## config.mk

```make
export PLATFORM = sky130hd
export DESIGN_NAME = n_queens_first_solution
export DESIGN_NICKNAME = d
export VERILOG_FILES = /design/src/sv/nqfs_pkg.sv /design/src/sv/n_queens_first_solution.sv /design/src/sv/nqfs_stack.sv /design/src/sv/nqfs_check.sv
export SDC_FILE = /design/constraint.sdc
export NUM_CORES = 1
export LEC_CHECK = 0
export BUFFER_PORTS_ARGS = -buffer_cell sky130_fd_sc_hd__buf_2
export CAP_MARGIN = 20
export CORE_ASPECT_RATIO = 0.9
export CORE_MARGIN = 3
export CORE_UTILIZATION = 57
export DETAILED_ROUTE_END_ITERATION = 8
export PLACE_DENSITY = 0.81
export SYNTH_ARGS = -nofsm -noshare
export SYNTH_HDL_FRONTEND = slang
export SYNTH_HIERARCHICAL = 1
export SYNTH_SLANG_ARGS = --single-unit
```

## constraint.sdc

```tcl
create_clock -name clock -period 5.8 [get_ports clock]
set_clock_uncertainty 0.1 [all_clocks]
set_input_delay 1.16 -clock clock [delete_from_list [all_inputs] [get_ports clock]]
set_output_delay 1.16 -clock clock [all_outputs]
set_load 0.005 [all_outputs]
```

## src/sv/nqfs_pkg.sv

```systemverilog
// ----------------------------------------------------------------------------
// nqfs_pkg
// Shared types and constants of the N-queens first-solution search block.
// ----------------------------------------------------------------------------
package nqfs_pkg;

   // Row and column fields are four bits wide, which caps the board size.
   localparam int FIELD_LIMIT = 16;
   localparam int SIZE_W      = 5;
   localparam int ROW_W       = 4;
   localparam int COL_W       = 4;

   typedef enum logic [2:0] {
      S_IDLE,
      S_TRY,
      S_POP,
      S_OUT_RD,
      S_OUT,
      S_FAIL
   } state_type;

   // Operation requested of the occupancy checker in one cycle.
   typedef struct packed {
      logic clear_all;
      logic place;
      logic remove;
   } chk_op_type;

endpackage

```

## src/sv/n_queens_first_solution.sv

```systemverilog
// ----------------------------------------------------------------------------
// n_queens_first_solution
// Depth-first backtracking search for the lexicographically first N-queens
// placement; one result item per row, or a single not-found item.
// ----------------------------------------------------------------------------
// Each trial square is tested in the conflict checker; a backtrack reads the
// stack entry of the row above, then unplaces it; each result item is read
// from the stack, then held on the output until rsp_ready takes it.
// Throughput: one search at a time; req_ready is high only when idle.
// Reset clears the sequencer and the occupancy masks; the column stack is
// not cleared, since every search writes an entry before reading it.
// ----------------------------------------------------------------------------
module n_queens_first_solution
   import nqfs_pkg::*;
#(
   parameter int MAX_N = 16
) (
   input  logic              clock,
   input  logic              reset,
   input  logic              req_valid,
   output logic              req_ready,
   input  logic [SIZE_W-1:0] req_board_size,
   output logic              rsp_valid,
   input  logic              rsp_ready,
   output logic [ROW_W-1:0]  rsp_row_index,
   output logic [COL_W-1:0]  rsp_queen_column,
   output logic              rsp_found,
   output logic              rsp_last
);

   localparam int LIMIT = (MAX_N < FIELD_LIMIT) ? MAX_N : FIELD_LIMIT;
   localparam int CW    = $clog2(LIMIT);
   localparam int RW    = $clog2(LIMIT + 1);

   state_type     state_ff, state_in;
   logic [RW-1:0] n_ff, n_in;
   logic [RW-1:0] row_ff, row_in;
   logic [RW-1:0] trial_ff, trial_in;
   logic [CW-1:0] out_row_ff, out_row_in;

   logic [RW-1:0] row_m1;
   logic [RW-1:0] size_sat;
   logic          out_last;

   chk_op_type    chk_op;
   logic [CW-1:0] chk_row;
   logic [CW-1:0] chk_col;
   logic          chk_fits;

   logic          stk_wr_en;
   logic          stk_rd_en;
   logic [CW-1:0] stk_rd_addr;
   logic [CW-1:0] stk_rd_data;

   assign row_m1   = row_ff - RW'(1);
   assign size_sat = (int'(req_board_size) > LIMIT) ? RW'(LIMIT) : RW'(req_board_size);
   assign out_last = (RW'(out_row_ff) + RW'(1)) == n_ff;

   nqfs_check #(
      .LIMIT (LIMIT),
      .CW    (CW)
   ) u_check (
      .clock (clock),
      .reset (reset),
      .op    (chk_op),
      .row   (chk_row),
      .col   (chk_col),
      .fits  (chk_fits)
   );

   nqfs_stack #(
      .DEPTH (LIMIT),
      .AW    (CW),
      .DW    (CW)
   ) u_stack (
      .clock   (clock),
      .wr_en   (stk_wr_en),
      .wr_addr (row_ff[CW-1:0]),
      .wr_data (trial_ff[CW-1:0]),
      .rd_en   (stk_rd_en),
      .rd_addr (stk_rd_addr),
      .rd_data (stk_rd_data)
   );

   always_comb begin
      state_in    = state_ff;
      n_in        = n_ff;
      row_in      = row_ff;
      trial_in    = trial_ff;
      out_row_in  = out_row_ff;
      chk_op      = '0;
      chk_row     = row_ff[CW-1:0];
      chk_col     = trial_ff[CW-1:0];
      stk_wr_en   = 1'b0;
      stk_rd_en   = 1'b0;
      stk_rd_addr = row_m1[CW-1:0];
      req_ready   = 1'b0;
      rsp_valid   = 1'b0;

      unique case (state_ff)
         S_IDLE: begin
            req_ready = 1'b1;
            if (req_valid) begin
               chk_op.clear_all = 1'b1;
               n_in             = size_sat;
               row_in           = '0;
               trial_in         = '0;
               state_in         = (size_sat == '0) ? S_FAIL : S_TRY;
            end
         end
         S_TRY: begin
            if (row_ff == n_ff) begin
               out_row_in = '0;
               state_in   = S_OUT_RD;
            end else if (trial_ff == n_ff) begin
               if (row_ff == '0) begin
                  state_in = S_FAIL;
               end else begin
                  // Fetch the queen of the row above to resume after it.
                  stk_rd_en = 1'b1;
                  state_in  = S_POP;
               end
            end else if (chk_fits) begin
               chk_op.place = 1'b1;
               stk_wr_en    = 1'b1;
               row_in       = row_ff + RW'(1);
               trial_in     = '0;
            end else begin
               trial_in = trial_ff + RW'(1);
            end
         end
         S_POP: begin
            chk_op.remove = 1'b1;
            chk_row       = row_m1[CW-1:0];
            chk_col       = stk_rd_data;
            row_in        = row_m1;
            trial_in      = RW'(stk_rd_data) + RW'(1);
            state_in      = S_TRY;
         end
         S_OUT_RD: begin
            stk_rd_en   = 1'b1;
            stk_rd_addr = out_row_ff;
            state_in    = S_OUT;
         end
         S_OUT: begin
            rsp_valid   = 1'b1;
            stk_rd_addr = out_row_ff;
            if (rsp_ready) begin
               if (out_last) begin
                  state_in = S_IDLE;
               end else begin
                  out_row_in = out_row_ff + CW'(1);
                  state_in   = S_OUT_RD;
               end
            end
         end
         S_FAIL: begin
            rsp_valid = 1'b1;
            if (rsp_ready) begin
               state_in = S_IDLE;
            end
         end
         default: begin
            state_in = S_IDLE;
         end
      endcase
   end

   always_ff @(posedge clock) begin
      if (reset) begin
         state_ff   <= S_IDLE;
         n_ff       <= '0;
         row_ff     <= '0;
         trial_ff   <= '0;
         out_row_ff <= '0;
      end else begin
         state_ff   <= state_in;
         n_ff       <= n_in;
         row_ff     <= row_in;
         trial_ff   <= trial_in;
         out_row_ff <= out_row_in;
      end
   end

   assign rsp_row_index    = (state_ff == S_OUT) ? ROW_W'(out_row_ff) : '0;
   assign rsp_queen_column = (state_ff == S_OUT) ? COL_W'(stk_rd_data) : '0;
   assign rsp_found        = (state_ff == S_OUT);
   assign rsp_last         = (state_ff == S_FAIL) || ((state_ff == S_OUT) && out_last);

endmodule

```

## src/sv/nqfs_stack.sv

```systemverilog
// ----------------------------------------------------------------------------
// nqfs_stack
// Column stack of the search: one write port and one registered read port.
// ----------------------------------------------------------------------------
module nqfs_stack #(
   parameter int DEPTH = 16,
   parameter int AW    = 4,
   parameter int DW    = 4
) (
   input  logic          clock,
   input  logic          wr_en,
   input  logic [AW-1:0] wr_addr,
   input  logic [DW-1:0] wr_data,
   input  logic          rd_en,
   input  logic [AW-1:0] rd_addr,
   output logic [DW-1:0] rd_data
);

   logic [DW-1:0] mem_ff [DEPTH];
   logic [DW-1:0] rd_data_ff;

   always_ff @(posedge clock) begin
      if (wr_en) begin
         mem_ff[wr_addr] <= wr_data;
      end
   end

   // Read data holds while rd_en is low, so a result stays stable under stall.
   always_ff @(posedge clock) begin
      if (rd_en) begin
         rd_data_ff <= mem_ff[rd_addr];
      end
   end

   assign rd_data = rd_data_ff;

endmodule

```

## src/sv/nqfs_check.sv

```systemverilog
// ----------------------------------------------------------------------------
// nqfs_check
// Occupancy masks for columns and both diagonals, with the conflict test that
// the sequencer applies to every trial square.
// ----------------------------------------------------------------------------
module nqfs_check
   import nqfs_pkg::*;
#(
   parameter int LIMIT = 16,
   parameter int CW    = 4
) (
   input  logic          clock,
   input  logic          reset,
   input  chk_op_type    op,
   input  logic [CW-1:0] row,
   input  logic [CW-1:0] col,
   output logic          fits
);

   localparam int DIAGS = 2 * LIMIT - 1;
   localparam int DIW   = $clog2(DIAGS);

   logic [LIMIT-1:0] col_mask_ff, col_mask_in;
   logic [DIAGS-1:0] sum_mask_ff, sum_mask_in;
   logic [DIAGS-1:0] dif_mask_ff, dif_mask_in;
   logic [DIW-1:0]   sum_idx;
   logic [DIW-1:0]   dif_idx;

   assign sum_idx = DIW'(row) + DIW'(col);
   // Offset keeps the difference-diagonal index non-negative.
   assign dif_idx = DIW'(row) + DIW'(LIMIT - 1) - DIW'(col);

   assign fits = !col_mask_ff[col] && !sum_mask_ff[sum_idx] && !dif_mask_ff[dif_idx];

   always_comb begin
      col_mask_in = col_mask_ff;
      sum_mask_in = sum_mask_ff;
      dif_mask_in = dif_mask_ff;
      if (op.clear_all) begin
         col_mask_in = '0;
         sum_mask_in = '0;
         dif_mask_in = '0;
      end else if (op.place) begin
         col_mask_in[col]     = 1'b1;
         sum_mask_in[sum_idx] = 1'b1;
         dif_mask_in[dif_idx] = 1'b1;
      end else if (op.remove) begin
         col_mask_in[col]     = 1'b0;
         sum_mask_in[sum_idx] = 1'b0;
         dif_mask_in[dif_idx] = 1'b0;
      end
   end

   always_ff @(posedge clock) begin
      if (reset) begin
         col_mask_ff <= '0;
         sum_mask_ff <= '0;
         dif_mask_ff <= '0;
      end else begin
         col_mask_ff <= col_mask_in;
         sum_mask_ff <= sum_mask_in;
         dif_mask_ff <= dif_mask_in;
      end
   end

endmodule

```

; ---- Word-level counts from Yosys, hierarchy flattened
; Memories as Yosys holds them, arrays and structs flattened. A register that Yosys moved wholly into a read port is not among the register bits.
; Cells that the tools add are included.
[totals]
reg_bits = 100
ram_bits = 64
word_cells = 136
n_memories = 1
[op_classes]
addsub = 9
order_cmp = 7
n_eq_ne = 17
mux = 61
bitwise_logic = 9
n_reduce_logical = 24
[memory_table]
columns = memory, depth, width, read_ports, rd_ports_with_merged_regs, wr, line_no
row1 = u_stack.mem_ff, 16, 4, 1, 1, 1, nqfs_stack.sv:19  ; logic [DW-1:0] mem_ff [DEPTH];
[op_table]
columns = cell, count
row1 = $mux W31, 4
row2 = $and A31 B31 Y31, 2
row3 = $not A31 Y31, 2
row4 = $or A31 B31 Y31, 2
row5 = $mux W5, 8
row6 = $mux W16, 2
row7 = $mux W4, 8
row8 = $pmux W5 S3, 2
row9 = $mux W3, 7
row10 = $mux W1, 20
row11 = $pmux W3 S6, 1
row12 = $and A16 B16 Y16, 1
row13 = $ne A2 B2 Y1 const B, 8
row14 = $not A16 Y16, 1
row15 = $or A16 B16 Y16, 1
row16 = $eq A5 B5 Y1, 3
row17 = $lt A5 B6 Y1 const B, 2
row18 = $reduce_and A4 Y1, 3
row19 = $add A4 B1 Y5 const B, 2
row20 = $add A5 B1 Y5 const B, 2
row21 = $bmux W1 S5, 2
row22 = $demux W1 S5, 2
row23 = $ge A5 B1 Y1 const B, 2
row24 = $logic_not A5 Y1, 2
row25 = 26 further kinds, 38

; ---- Longest topological paths before layout
; Gate-level depths: netlist of run 1.
[depth]
word_depth = 14
mapped_depth = 29
mapped_depth_nobuf = 22

; ---- Modules after synthesis
; Netlist of run 1, hierarchy kept.
[modules_own_cells]
columns = module, instances, cells_per_inst, area_per_inst_um2, seq_area_each_um2
row1 = nqfs_check, 1, 498, 4468.0, 1561.5
row2 = nqfs_stack, 1, 130, 2706.3, 2042.0
row3 = n_queens_first_solution, 1, 253, 1861.8, 440.4

; ---- Least setup slack after synthesis of run 1
; OpenSTA, ideal clock, no wires.
[synth_timing]
kind = register to register
from = reg state_ff[0]
to = reg with a tool-made name
t_arrival_ns = 5.461
t_required_ns = 5.572
setup_slack_ns = 0.111
stages_incl_launch_ff = 25
n_path_buf = 5
period_less_slack_ns = 5.689
path_cell_list = dfxtp_1 > buf_6 > nor2_1 > nand2_2 > inv_1 > buf_2 > o21ai_0 > clkbuf_1 > inv_1 > ha_1 > nand2b_1 > a21oi_2 > mux2i_1 > nor3_1 > or4_1 > nor4_2 > and2_1 > clkbuf_1 > or2_2 > clkbuf_1 > and2_1 > nand2_1 > nor4_1 > mux2i_1 > nor2_1
[synth_rtl]
columns = element, line_no
row1 = "start, declared", n_queens_first_solution.sv:35  ; state_type state_ff, state_in;
row2 = "start signal, assigned", n_queens_first_solution.sv:177  ; state_ff <= state_in;

==> results of run 1 <==
-- per-layer routing --
layer / vias up / routed length (um)
met3: 57 / 1740
met5: - / 0
met2: 336 / 9810
li1: 3299 / -
met4: 0 / 460
met1: 3422 / 9350
-- repair_timing --
action	4_1_cts	5_1_grt
setup buffers	0	1
hold buffers	0	0
gates resized for setup	0	20
endpoints found under the setup margin	0	57
-- cell type report --
type                    count  share of cell area
multi-input cells         629               0.469
inverters                  22             0.00824
clock buffers              17              0.0424
clock inverters            15              0.0142
flip-flops and latches    168               0.403
repair buffers             57              0.0377
well taps                 202              0.0252
-- logic make-up (layout without fill, tap and decap cells) --
family | count (synthesis) | after routing | synth area share
muxes | 109 | 109 | 0.174
AOI/OAI and AO/OA | 126 | 126 | 0.0911
xor gates and xnor gates | 26 | 27 | 0.0281
and+or+nand+nor | 349 | 349 | 0.188
adders and majority gates | 18 | 18 | 0.0263
DFF | 168 | 168 | 0.448
buffers and inverters | 85 | 111 | 0.0447
-- where the power goes --
group	internal [mW]	leakage (nW)	switching, mW
sequential	1.32	1.41	0.0513
combinational	0.998	1.93	1.91
clock	0.573	0.284	0.521
total	2.89	3.63	2.48
-- cell usage after synthesis, drive strengths merged, types with 3 or more instances --
library cell / n / area (sq um)
nor4b: 3 / 26.3
buf: 19 / 146
and2: 5 / 31.3
nor2b: 7 / 43.8
a211oi: 5 / 37.5
or3: 3 / 18.8
nor2: 123 / 464
nand3: 35 / 180
nand2b: 7 / 43.8
nor3b: 5 / 37.5
a31oi: 6 / 37.5
a22oi: 6 / 45.0
o211ai: 9 / 67.6
a21oi: 41 / 213
nor4: 34 / 219
a21o: 3 / 23.8
inv: 22 / 82.6
dfxtp: 100 / 2000
o21a: 4 / 30.0
or2: 5 / 33.8
nand3b: 3 / 22.5
edfxtp: 68 / 2040
nand2: 58 / 220
nand4: 20 / 125
mux4: 34 / 822
and3: 9 / 56.3
clkbuf: 43 / 163
nor3: 27 / 135
ha: 15 / 188
xor2: 12 / 113
xnor2: 14 / 141
o22ai: 4 / 25.0
a311oi: 3 / 26.3
o21ai: 26 / 130
a211o: 3 / 26.3
mux2i: 74 / 741
-- how the worst min path moves through the flow --
| stage | endpoint | slack [ps] | cells past startpoint |
|---|---|---|---|
| after CTS | flip-flop | 360 | 2 |
| after global routing | flip-flop | 380 | 2 |
| after floorplan | flip-flop | 330 | 2 |
| after detailed placement | flip-flop | 350 | 2 |
| after global placement | flip-flop | 340 | 2 |
| final | flip-flop | 360 | 2 |
-- per-stage QoR --
stage | setup WS (ps) | instances
detailed placement | 197 | 1076
global placement | 372 | 1076
floorplan | 111 | 881
finish | 342 | 1110
global route | 26.4 | 1110
CTS | 103 | 1108
-- worst min-delay path, delay by kind of cell (launching register included) --
| family | cells | cell delay [ps] |
|---|---|---|
| simple gates | 1 | 50 |
| compound gates | 1 | 50 |
| flops | 1 | 310 |
==> results.md, run 1 <==
* Outcome: finished, final reports clean
* Crit-path cells: nor2_2 -> nand2_2 -> inv_1 -> ha_1 -> inv_1 -> ha_1 -> inv_1 -> fa_1 -> xnor2_2 -> mux4_1 -> mux2i_1 -> nor3_1 -> a311o_1 -> nor4_2 -> and2_4 -> nor2_1 -> or3_1 -> nor4_1 -> mux2i_1 -> nor2_1
* Max rail drop VDD at 0.389 mV
* Worst path top cell family by delay: simple AND/OR/NAND/NOR gates
* RSZ-0062 raised after global routing: false
* Max Slew Vio Count at 0
* Relative slew slack at 0.406
* Synth Area per Inst at between 10 and 15 sq um
* Minimum clock period at 5460 ps
* H-tree levels at 4
* Distinct cell type count after synthesis at 75
* Number of synthesized flops with an enable pin at 68
* Clock buffer count from CTS at 17
* Worst-margin pin slew at 886 ps
* Pwr Total at 5.37 mW
* Yosys warns at 6
* Fin nets at 921
* GR Layer Usage met2 at 0.376
* PortBufs at 20
* Hold crit path type: flip-flop to flip-flop
* Vias at about 7000
* Leak at about 3.6 nW
* Final Util at 0.647
* Highest clock rate at roughly 180 MHz
* Max cap viols at 0
* R2R Path Start: state_ff[0]$_SDFFE_PP0P_
* Vias per cell at between 6 and 7
* Commonest non-fill, non-tap cell in the layout: nor2_1
* DR iter-0 viols at 847
* First-pass iteration count of the detailed router at 6
* Avg WL per Cell at 19.2 um
* Synth Cell Area at approximately 9000 sq um
* CP Depth at 20
* Area of placed instances at just over 9000 sq um
* Crit-path max FO at 9
* First-pass GRT wire length at 34700 um
* Setup crit start: state_ff[0]$_SDFFE_PP0P_
* Final hold vios at 0
* Initial antenna violation count at 0
* Met3 Resource Use GR at 0.0577
* Area of the core at 15500 sq um
* N_diodes at 0
* CP max stage delay at 590 ps
* Sequential Area at 4040 sq um
* Slowest-stage cell, CP: mux4_1
* R2R cell count at 20
* Grt peak-use layer: met2
* Total negative slack at 0 ps
* Initial core utilization at 0.583
* Die width at 139 um
* Post-DRT Antenna Nets at 0
* Final period util at 0.941
* Share of layout cells above drive strength 1 at 0.162
* Critical path class: flip-flop to flip-flop
* Required @ worst endpoint at 5990 ps
* Worst hold slack at 357 ps
* Total track usage at 0.246
* Clock root buffer: clkbuf_16
* Syn nets at 907
* IO Count at 21
* R2r setup slk at 340 ps
* Routed WL at approximately 21000 um
* Ys flop type: dfxtp_1
* Cell count after synthesis at approximately 880
* M1 GR Usage at 0.352
* # rows at 43
* Startpoint types: flip-flop
* CP Capture Type: flip-flop
* Bufs on Longest Clock Path at 2
* Clock Sinks at 168
* Multi-input combinational cell area at 4700 sq um
* Die Y at 125 um
* Vias in the first global route at 6736
* Worst endpoint data arrival time at 5650 ps
* Fillers at 1148
* Total grt overflow at 0
* Gpl congestion at roughly 0.88
* DRC viols at 0
* Die footprint at 17400 sq um
* Area Growth Syn to Fin at 11.0%
* Post-route cell area at 10000 sq um
* Dominant cell type by count on the critical path: inv_1
* Async set or reset register ratio after synthesis at 0
* Commonest non-fill, non-tap cells in the layout: nor2_1 (119), dfxtp_1 (100), mux2i_1 (74)
* CP bufs+invs at 3
* #FFs+latches synth at 168
* Sequential area share after synthesis at 0.448
* CTS tree: done
* Pwr dens at 536 nW/um^2
* Clock transition at path regs at roughly 70 ps
* DP Wirelength at approximately 14000 um
* Final setup vio count at 0
* Largest net degree at the start of global routing at 79
* Clock latency at the later pin of the worst-skew pair at 440 ps
(Power assumes the default switching activity.)
==> run 2, diff against run 1 <==
==> constraint.sdc (replaced) <==
create_clock -name clock -period 5.8 [get_ports clock]
set_clock_uncertainty 0.1 [all_clocks]
set_input_delay 0 -clock clock [delete_from_list [all_inputs] [get_ports clock]]
set_output_delay 0 -clock clock [all_outputs]
set_load 0.005 [all_outputs]
==> run 2 against run 1 <==
Against the previous run: setup slack improved by 9.8 ps; sequential power barely moved; combinational power about the same; non-clock buffer count grew 9; die area is the same; routed wire length up 0.95%; utilization is 0.58 points higher; clock-buffer cell count unchanged; sequential cell count stayed put; register-to-register slack barely moved; total power increased by 0.31%.
==> results.md, run 2 (synthesized netlist as in run 1, its figures left out) <==
* Post-route cell area at 10100 sq um
* Commonest non-fill, non-tap cell in the layout: nor2_1
* Fin nets at slightly above 900
* DR iter-0 viols at 878
* Gpl congestion at 0.880
* Pwr Total at around 5.4 mW
* Total track usage at 0.248
* Clock root buffer: clkbuf_16
* Routed WL at 21600 um
* Initial antenna violation count at 0
* Outcome: finished, final reports clean
* Clock Sinks at 168
* Final hold vios at 0
* Commonest non-fill, non-tap cells in the layout: nor2_1 (119), dfxtp_1 (100), mux2i_1 (74)
* Clock latency at the later pin of the worst-skew pair at 430 ps
* Die footprint at approximately 17000 sq um
* Max Slew Vio Count at 0
* Area of placed instances at 9340 sq um
* Max cap viols at 0
* Placed instance count at 1076
* Share of layout cells above drive strength 1 at 0.160
* Highest clock rate at 184 MHz
* CTS tree: done
* Initial core utilization at 0.583
* Crit-path max FO at 9
* Pwr dens at 533 nW/um^2
* Area Growth Syn to Fin at 12.0%
* # rows at 43
* Post-DRT Antenna Nets at 0
* Final setup vio count at 0
* CP Capture Type: flip-flop
* First-pass iteration count of the detailed router at 6
* First-pass GRT wire length at 34900 um
* Fin cells at between 1000 and 1500
* Bufs on Longest Clock Path at 2
* DRC viols at 0
* Critical path class: flip-flop to flip-flop
* Clock transition at path regs at around 70 ps
* Max rail drop VDD at 0.390 mV
* Vias per cell at 6.39
* Required @ worst endpoint at 5990 ps
* IO Count at 21
* Total negative slack at 0 ps
* Vias in the first global route at 6811
* Relative slew slack at 0.399
* Leak at 3.67 nW
* N_diodes at 0
* H-tree levels at 4
* Total grt overflow at 0
* Area of the core at 15500 sq um
* PortBufs at 20
* Startpoint types: flip-flop
* Avg WL per Cell at 19.3 um
* Clock buffer count from CTS at 17
* Die width at 139 um
* RSZ-0062 raised after global routing: false
* Largest net degree at the start of global routing at 79
* Die Y at 125 um
* Vias at 7149
* Worst-margin pin slew at 898 ps
* DP Wirelength at 14100 um
* Final period util at 0.939
* Hold crit path type: input pin to flip-flop
* Minimum clock period at between 5000 and 6000 ps
* Worst endpoint data arrival time at 5640 ps
run 2: changes by cell type in the layout (fill, tap and decap cells not counted):
cell and delta:
dlygate4sd3_1 +9
run 2: area by class of cell:
| cell class | instances | area (sq um) |
|---|---|---|
| well taps | 202 | 253 |
| repair buffers | 66 | 468 |
| flip-flops and latches | 168 | 4040 |
| inverters | 22 | 82.6 |
| multi-input cells | 629 | 4700 |
| clock buffers | 17 | 425 |
| fillers | 1137 | 5380 |
| clock inverters | 15 | 143 |
run 2: final timing paths:
path | from | end | slack [ps] | depth (start not counted)
min reg2reg | flip-flop | flip-flop | 360 | 2
max reg2reg | row_ff[0]$_SDFFE_PP0P_ | flip-flop | 350 | 18
max | row_ff[0]$_SDFFE_PP0P_ | flip-flop | 350 | 18
min | req_board_size[3] | state_ff[2]$_SDFFE_PP0P_ | 200 | 5
run 2: routing by layer:
layer | global-route usage | share of wire
met1 | 0.352 | 0.44
met2 | 0.381 | 0.46
met3 | 0.0577 | 0.084
met4 | 0.0777 | 0.015
met5 | 0 | 0
run 2: where the power goes:
part	switching [mW]	internal (mW)	leakage, nW
Clock	0.521	0.573	0.284
Combinational	1.92	1.00	1.98
Sequential	0.0509	1.32	1.41
Total	2.49	2.89	3.67
run 2: stage by stage:
step                      utilization  worst slack (ps)  hold slack (ps)
final                           0.653               351              201
after CTS                       0.645               103              171
after floorplan                     -               111             36.0
after global routing            0.653              26.4              229
after detailed placement        0.603               197              207
after global placement          0.603               372              195
run 2: timing repair:
action,in CTS,in global routing
setup buffers,0,1
setup endpoints to repair,0,57
gates resized for setup,0,20
hold buffers,9,0
hold endpoints to repair,16,0
run 2: worst max-delay path: stages (launching register included):
cell	delay, ps
dfxtp_1	330
inv_1	100
ha_1	380
nor2_1	210
a21o_1	230
inv_1	100
fa_1	570
xnor2_2	310
mux4_1	590
mux2i_1	160
nor3_1	70
a311o_1	320
nor4_2	350
and2_4	260
nor2_1	160
or3_1	450
nor4_1	300
mux2i_1	260
nor2_1	60
==> run 3, diff against run 2 <==
- CELL_PAD_IN_SITES_DETAIL_PLACEMENT: default -> 0
- CELL_PAD_IN_SITES_GLOBAL_PLACEMENT: default -> 1
- CORE_UTILIZATION: 57 -> 45
- PLACE_DENSITY: 0.81 -> 0.8
==> run 3 against run 2 <==
Against the previous run: clock-buffer cell count stayed put; highest routed layer unchanged; cell count increased by 4.7%; die area up 25%; critical path depth grew 1; via count decreased by 3.4%.
==> results.md, run 3 (synthesized netlist as in run 1, its figures left out) <==
* Outcome: finished, final reports clean
* DRC viols at 0
* PortBufs at 20
* Vias at 6905
* Share of layout cells above drive strength 1 at 0.162
* Commonest non-fill, non-tap cells in the layout: nor2_1 (121), dfxtp_1 (100), mux2i_1 (74)
* CP bufs+invs at 3
* CP Capture Type: flip-flop
* Clock Sinks at 168
* # rows at 48
* Initial antenna violation count at 0
* Bufs on Longest Clock Path at 2
* Max rail drop VDD at 0.284 mV
* Total grt overflow at 0
* Area Growth Syn to Fin at 14.0%
* Relative slew slack at 0.438
* DR iter-0 viols at 547
* Crit-path cells: nor2_1 -> nand2_2 -> clkinvlp_4 -> buf_4 -> nand2_1 -> xnor2_1 -> ha_1 -> buf_4 -> xnor2_1 -> o21ai_0 -> a211oi_1 -> nor4_4 -> and2_4 -> or2_2 -> and2_1 -> nand2b_1 -> nor4_2 -> mux2i_1 -> nor2_1
* Final period util at 0.951
* Commonest non-fill, non-tap cell in the layout: nor2_1
* Area of placed instances at 9410 sq um
* Placed instance count at 1126
* Initial core utilization at 0.464
* Vias per cell at 5.89
* Worst-margin pin slew at 838 ps
* Slowest-stage cell, CP: xnor2_1
* Routed WL at 21200 um
* R2R Path Start: state_ff[0]$_SDFFE_PP0P_
* Total track usage at 0.199
* Final hold vios at 0
* Clock root buffer: clkbuf_16
* Critical path class: flip-flop to flip-flop
* First-pass iteration count of the detailed router at 5
* Post-Place Worst Slack at 155 ps
* Vias in the first global route at 6668
* Largest net degree at the start of global routing at approximately 70
* Area of the core at 19500 sq um
* Final setup vio count at 0
* Fin cells at 1172
* Hold crit path type: flip-flop to flip-flop
* N_diodes at 0
* Post-CTS setup buffer count at 0
* Setup crit start: state_ff[0]$_SDFFE_PP0P_
* Pwr dens at 524 nW/um^2
* Die Y at 140 um
* Required @ worst endpoint at 6000 ps
* Max Slew Vio Count at 0
* Post-route cell area at 10300 sq um
* Max cap viols at 0
* Worst path top cell family by delay: simple AND/OR/NAND/NOR gates
* IO Count at 21
* DP Wirelength at roughly 14000 um
* Die width at around 160 um
* Worst endpoint data arrival time at approximately 5700 ps
* Startpoint types: flip-flop
* Crit-path max FO at 10
* Post-DRT Antenna Nets at 0
* Die footprint at about 22000 sq um
* Worst hold slack at 356 ps
* Fin nets at between 900 and 1000
* Minimum clock period at 5520 ps
* Clock buffer count from CTS at 17
* Post-route setup slack at 282 ps
* Avg WL per Cell at 18.1 um
* Clock latency at the later pin of the worst-skew pair at 440 ps
* Leak at ~3.7 nW
* H-tree levels at 4
* Total negative slack at 0 ps
* CTS tree: done
* CP max stage delay at 600 ps
* Highest clock rate at 181 MHz
* Gpl congestion at ~0.84
* Clock transition at path regs at around 70 ps
* Fillers at 1717
* First-pass GRT wire length at 35300 um
-- run 3: worst min-delay path, cell delays in order (launching register included) --
cell,delay (ps)
dfxtp_1,310
nand2_1,50
a21oi_1,50
-- run 3: stage by stage --
step / power, mW / utilization
3_5_place_dp: 4.11 / 0.484
6_report: 5.40 / 0.530
3_3_place_gp: 4.10 / 0.484
2_1_floorplan: 3.40 / -
4_1_cts: 5.32 / 0.523
5_1_grt: 5.74 / 0.530
-- run 3: report_power, final --
| group | internal (mW) | leakage (nW) | switching [mW] |
|---|---|---|---|
| sequential | 1.32 | 1.41 | 0.0478 |
| clock | 0.597 | 0.303 | 0.570 |
| combinational | 1.00 | 2.00 | 1.87 |
| total | 2.91 | 3.71 | 2.49 |
-- run 3: what timing repair did --
item,CTS,global route
hold endpoints to repair,16,0
hold buffers,14,0
endpoints found under the setup margin,0,59
resized for setup,0,20
-- run 3: routing by layer --
| metal | global-route usage | routed length, um | vias up |
|---|---|---|---|
| li1 | - | - | 3334 |
| met1 | 0.297 | 10400 | 3388 |
| met2 | 0.299 | 9580 | 162 |
| met3 | 0.0318 | 845 | 21 |
| met4 | 0.0626 | 318 | 0 |
| met5 | 0 | 0 | - |
-- run 3: path summary, 6_finish.rpt --
path	end	slack, ps	cells past startpoint
hold / removal	flip-flop	360	2
setup reg to reg	flip-flop	280	19
hold reg to reg	flip-flop	360	2
setup / recovery	flip-flop	280	19
-- run 3: area by class of cell --
type / count / area, sq um / share of cell area
clock inverters: 15 / 204 / 0.0198
repair buffers: 72 / 526 / 0.0510
inverters: 22 / 86.3 / 0.00838
clock buffers: 17 / 425 / 0.0413
flip-flops and latches: 168 / 4040 / 0.392
well taps: 250 / 313 / 0.0304
multi-input cells: 628 / 4710 / 0.457
